<file path="config.mk">
export PLATFORM = sky130hd
export DESIGN_NAME = fprs_div
export DESIGN_NICKNAME = d
export VERILOG_FILES = /design/src/fprs_pkg.sv /design/src/fprs_div.sv
export SDC_FILE = /design/constraint.sdc
export NUM_CORES = 1
export LEC_CHECK = 0
export BUFFER_PORTS_ARGS = -buffer_cell sky130_fd_sc_hd__buf_2
export CORE_MARGIN = 5
export CORE_UTILIZATION = 55
export CTS_CLUSTER_SIZE = 30
export DETAILED_ROUTE_END_ITERATION = 7
export PLACE_DENSITY = 0.79
export SLEW_MARGIN = 30
export SYNTH_ARGS = -nofsm -noshare
export SYNTH_HDL_FRONTEND = slang
export SYNTH_SLANG_ARGS = --single-unit
</file>
<file path="constraint.sdc">
create_clock -name aclk -period 9.81 [get_ports aclk]
set_input_delay 1.4715 -clock aclk [delete_from_list [all_inputs] [get_ports aclk]]
set_output_delay 1.4715 -clock aclk [all_outputs]
set_load 0.005 [all_outputs]
</file>
<file path="src/fprs_pkg.sv">
// Shared constants and types for the five-point raster smoother.
// Used by fprs_div and five_point_raster_smoother_core; depends on nothing.
`default_nettype none

package fprs_pkg;

    // raster geometry (MAX_COLS is a power of two)
    localparam int MAX_COLS   = 1024;
    localparam int COL_W      = $clog2(MAX_COLS);
    localparam int ADDR_W     = COL_W + 1;
    localparam int ROW_W      = 16;
    localparam int NUM_COLS_W = 11;

    // sample and accumulator widths
    localparam int DATA_W = 32;
    localparam int SUM_W  = DATA_W + 3;
    localparam int WT_W   = 3;

    // divider: a few quotient bits per cycle
    localparam int DIV_BITS  = 4;
    localparam int MAG_W     = ((SUM_W + DIV_BITS - 1) / DIV_BITS) * DIV_BITS;
    localparam int DIV_CYC   = MAG_W / DIV_BITS;
    localparam int DIV_CNT_W = $clog2(DIV_CYC + 1);

    // row counter saturation: wraps to a value with the same parity and >= 2
    localparam logic [ROW_W-1:0] ROW_MAX  = '1;
    localparam logic [ROW_W-1:0] ROW_WRAP = ROW_W'(2);

    // command codes carried in tuser
    localparam logic CMD_PIXEL = 1'b0;
    localparam logic CMD_FLUSH = 1'b1;

    // configuration register indexes
    localparam int CFG_IDX_W = 1;
    localparam logic [CFG_IDX_W-1:0] CFG_NUM_COLS = 1'b0;
    localparam logic [CFG_IDX_W-1:0] CFG_NODATA   = 1'b1;

    // configuration reset values
    localparam logic [NUM_COLS_W-1:0] NUM_COLS_RST = NUM_COLS_W'(100);
    localparam logic [DATA_W-1:0]     NODATA_RST   = 32'hD8F1_0000;

    // divider request and response
    typedef struct packed {
        logic             start;
        logic [SUM_W-1:0] dividend;
        logic [WT_W-1:0]  divisor;
    } div_req_t;

    typedef struct packed {
        logic              done;
        logic [DATA_W-1:0] quotient;
    } div_rsp_t;

endpackage

`default_nettype wire

</file>
<file path="src/fprs_div.sv">
// Signed by small unsigned divider, truncating toward zero, DIV_BITS quotient
// bits per cycle. Depends on fprs_pkg.
`default_nettype none

module fprs_div (
    input  wire logic             aclk,
    input  wire logic             aresetn,
    input  wire fprs_pkg::div_req_t req,
    output fprs_pkg::div_rsp_t      rsp
);
    import fprs_pkg::*;

    logic                 busy_reg;
    logic                 done_reg;
    logic                 neg_reg;
    logic [DIV_CNT_W-1:0] cnt_reg;
    logic [MAG_W-1:0]     mag_reg;
    logic [WT_W-1:0]      rem_reg;
    logic [WT_W-1:0]      den_reg;

    logic [MAG_W-1:0] mag_next;
    logic [WT_W-1:0]  rem_next;
    logic [WT_W:0]    trial;
    logic [MAG_W-1:0] dividend_x;
    logic [MAG_W-1:0] q_signed;

    // sign-extend dividend so its magnitude can be taken without overflow
    assign dividend_x = {{(MAG_W-SUM_W){req.dividend[SUM_W-1]}}, req.dividend};

    // restoring steps: remainder stays below the divisor, so it is narrow
    always_comb begin
        mag_next = mag_reg;
        rem_next = rem_reg;
        trial    = '0;
        for (int i = 0; i < DIV_BITS; i++) begin
            trial    = {rem_next, mag_next[MAG_W-1]};
            mag_next = {mag_next[MAG_W-2:0], 1'b0};
            if (trial >= {1'b0, den_reg}) begin
                trial       = trial - {1'b0, den_reg};
                mag_next[0] = 1'b1;
            end
            rem_next = trial[WT_W-1:0];
        end
    end

    // quotient bits have replaced the dividend once all steps are done
    assign q_signed     = neg_reg ? (~mag_reg + MAG_W'(1)) : mag_reg;
    assign rsp.quotient = q_signed[DATA_W-1:0];
    assign rsp.done     = done_reg;

    always_ff @(posedge aclk) begin
        if (!aresetn) begin
            busy_reg <= 1'b0;
            done_reg <= 1'b0;
            cnt_reg  <= '0;
        end else begin
            done_reg <= 1'b0;
            if (req.start) begin
                busy_reg <= 1'b1;
                cnt_reg  <= DIV_CNT_W'(DIV_CYC);
            end else if (busy_reg) begin
                cnt_reg <= cnt_reg - DIV_CNT_W'(1);
                if (cnt_reg == DIV_CNT_W'(1)) begin
                    busy_reg <= 1'b0;
                    done_reg <= 1'b1;
                end
            end
        end
    end

    // datapath registers
    always_ff @(posedge aclk) begin
        if (req.start) begin
            neg_reg <= req.dividend[SUM_W-1];
            mag_reg <= req.dividend[SUM_W-1] ? (~dividend_x + MAG_W'(1)) : dividend_x;
            rem_reg <= '0;
            den_reg <= req.divisor;
        end else if (busy_reg) begin
            mag_reg <= mag_next;
            rem_reg <= rem_next;
        end
    end

endmodule

`default_nettype wire

</file>
==> run metrics <==
min-delay worst type=reg2reg; combinational share of power=52.0%; row count=30; CTS tree=built; Max-cap violations=0; crit path time final=6.47 ns; crit-path max cell delay=0.49 ns; critical path endpoint category=register; count of port buffers added during placement=73; Core ar.=6870 µm²; Hold Fails Final Rpt=0; CP arrival=6.71 ns; GPL Wtd Cong=0.889; critical path class=reg2reg; H-tree lvl count=2; vias in the first global route=3,169; Critical Path Start Type=register; register bit total from synthesis=49; Synth area leaders=edfxtp_1, xor2_1, xnor2_1, ha_1, a21oi_1; Worst Clk Skew=0.00540 ns; total clock sinks=49; Filler Cells Inserted=554; Sw Pwr=373 µW; max reg flops=36; Reg clk slew, reported paths=0.09 ns; clock power share=16.0%; Seq pwr share=32.0%; share of cells above drive strength 1=22.5%; slowest stage cell, crit path=fa_1; P_leak=1.76 nW; Hold-fix buffers, CTS=0; synth cell count leaders=edfxtp_1, nor2_1, a21oi_1, xor2_1, xnor2_1; final setup vio count=0; Worst Path Buf+Inv=3; Max Slew Vio Count=0; Distinct cells, synth=52; YS warnings=0; Least-Margin Pin Slew=0.749 ns; later-pin clock latency in the skew report=0.30 ns; DRT iter0 DRCs=157; ys flop type=edfxtp_1; status=completed; EDFF count, synth=40; relative slew slack=50.1%; die height=94.5 µm; placed cell areas=4350 µm²; area leader, netlist=edfxtp_1; CTS max path bufs=2; Final Util=65.2%; post-synth top area share=30.6%; cell area power density=213 nW/µm²; initial antenna violation count=0; RSZ-0062 raised after global routing=false; detailed placer's ending HPWL=6950 µm; Critical Path RT=10.05 ns; syn nets=479; Mapped Area=3920 µm²; Setup Fix Bufs, Post-CTS=0; drt drc=0; Pre-antenna DRT Iters=4; first-pass GRT wire length=15,500 µm; GRT Util Overall=21.7%; io pins=74; Detailed Route WL=9100 µm; post-CTS resize count=0; CTS Buf Count=5; Root Buffer=clkbuf_8; fin nets=544; Synth async-reset ratio=0%; Synth Instances=418; Worst VDD drop=0.115 mV; chip width=94.5 µm; Antenna Cells=0; DR WL/cell=15.7 µm; P&R area growth vs syn=14.1%; largest net degree at the start of global routing=79; initial core utilization=57.1%; Final Instance Area=4480 µm²; Peak Freq=0.154 GHz; Total Die Area=8920 µm²; global route overflow=0; Worst R2R Setup Slack=3.34 ns; period utilization=66.0%; setup TNS=0 ns; mean area per synthesized cell=9.39 µm²; Max FO, Critical Path=6; Detail Route Antenna Nets=0; cell family with most CP delay=compound AO/OA/AOI/OAI gates; register area share after synthesis=35.2%; average vias per placed instance=5.75; Switching Fraction=39.1%; vias post-DR=3,336; cell internal pwr=580 µW
## metrics by stage
| step | setup slack [ns] | cells | total power, mW | hold WS (ns) |
|---|---|---|---|---|
| after CTS | 3.33 | 579 | 0.952 | 0.526 |
| after global placement | 3.65 | 571 | 0.782 | 0.485 |
| after global routing | 2.77 | 580 | 1.03 | 0.556 |
| final | 3.34 | 580 | 0.953 | 0.522 |
| after detailed placement | 3.40 | 571 | 0.796 | 0.512 |
| after floorplan | 4.03 | 418 | 0.669 | 0.463 |
## routing by layer
layer / GRT usage [%] / part of all wire (%)
met3: 3.75 / 5.7
met2: 35.3 / 51
met4: 4.81 / 0.81
met1: 30.4 / 43
met5: 0 / 0
## worst paths after layout
check / cells past startpoint / startpoint / end
max reg2reg: 25 / den_reg[1] / rem_reg[0]
min: 2 / cnt_reg[1] / cnt_reg[1]
max: 25 / den_reg[1] / rem_reg[0]
min reg2reg: 2 / cnt_reg[1] / cnt_reg[1]
## power by group through the flow
stage | Sequential, mW | Combinational, mW | Clock [mW]
floorplan | 0.298 | 0.370 | 0
global placement | 0.310 | 0.472 | 0
detailed placement | 0.311 | 0.485 | 0
CTS | 0.307 | 0.492 | 0.153
global route | 0.311 | 0.559 | 0.163
finish | 0.305 | 0.496 | 0.152
## placed cells by master (no fill, tap or decap), types with 16 or more instances in the layout
cell	count
xnor2_1	33
a21oi_1	36
ha_1	16
o21ai_0	25
xor2_1	36
o31ai_1	20
nand2_1	27
edfxtp_1	40
buf_2	73
nor2_1	40
inv_1	18
## layout make-up
| type | instances | area (µm²) | share of cell area, % |
|---|---|---|---|
| tap | 96 | 120 | 2.68 |
| sequential | 49 | 1380 | 30.9 |
| inverter | 18 | 67.6 | 1.51 |
| clock buffer | 7 | 86.3 | 1.93 |
| clock inverter | 1 | 30.0 | 0.671 |
| multi-input combinational | 333 | 2400 | 53.6 |
| timing repair buffer | 76 | 392 | 8.75 |
## worst register-to-register path: cells and delay by family (launching register included)
kind | cells | cell delay, ns
AO/OA/AOI/OAI | 14 | 3.20
adder cells (fa/ha/maj) | 4 | 1.50
multiplexers | 2 | 0.73
flip-flops | 1 | 0.44
buffers and inverters | 3 | 0.37
AND/OR/NAND/NOR | 2 | 0.18
## kinds of logic (layout without fill, tap and decap cells)
logic type / Yosys count / in the layout / synth area share [%]
AO/OA/AOI/OAI: 116 / 116 / 20.2
XOR/XNOR: 69 / 69 / 15.4
adder cells (fa/ha/maj): 20 / 20 / 7.14
buffers and inverters: 36 / 102 / 3.67
flip-flops: 49 / 49 / 35.2
multiplexers: 8 / 8 / 2.10
AND/OR/NAND/NOR: 120 / 120 / 16.2
Power figures use the tool's default switching activity.
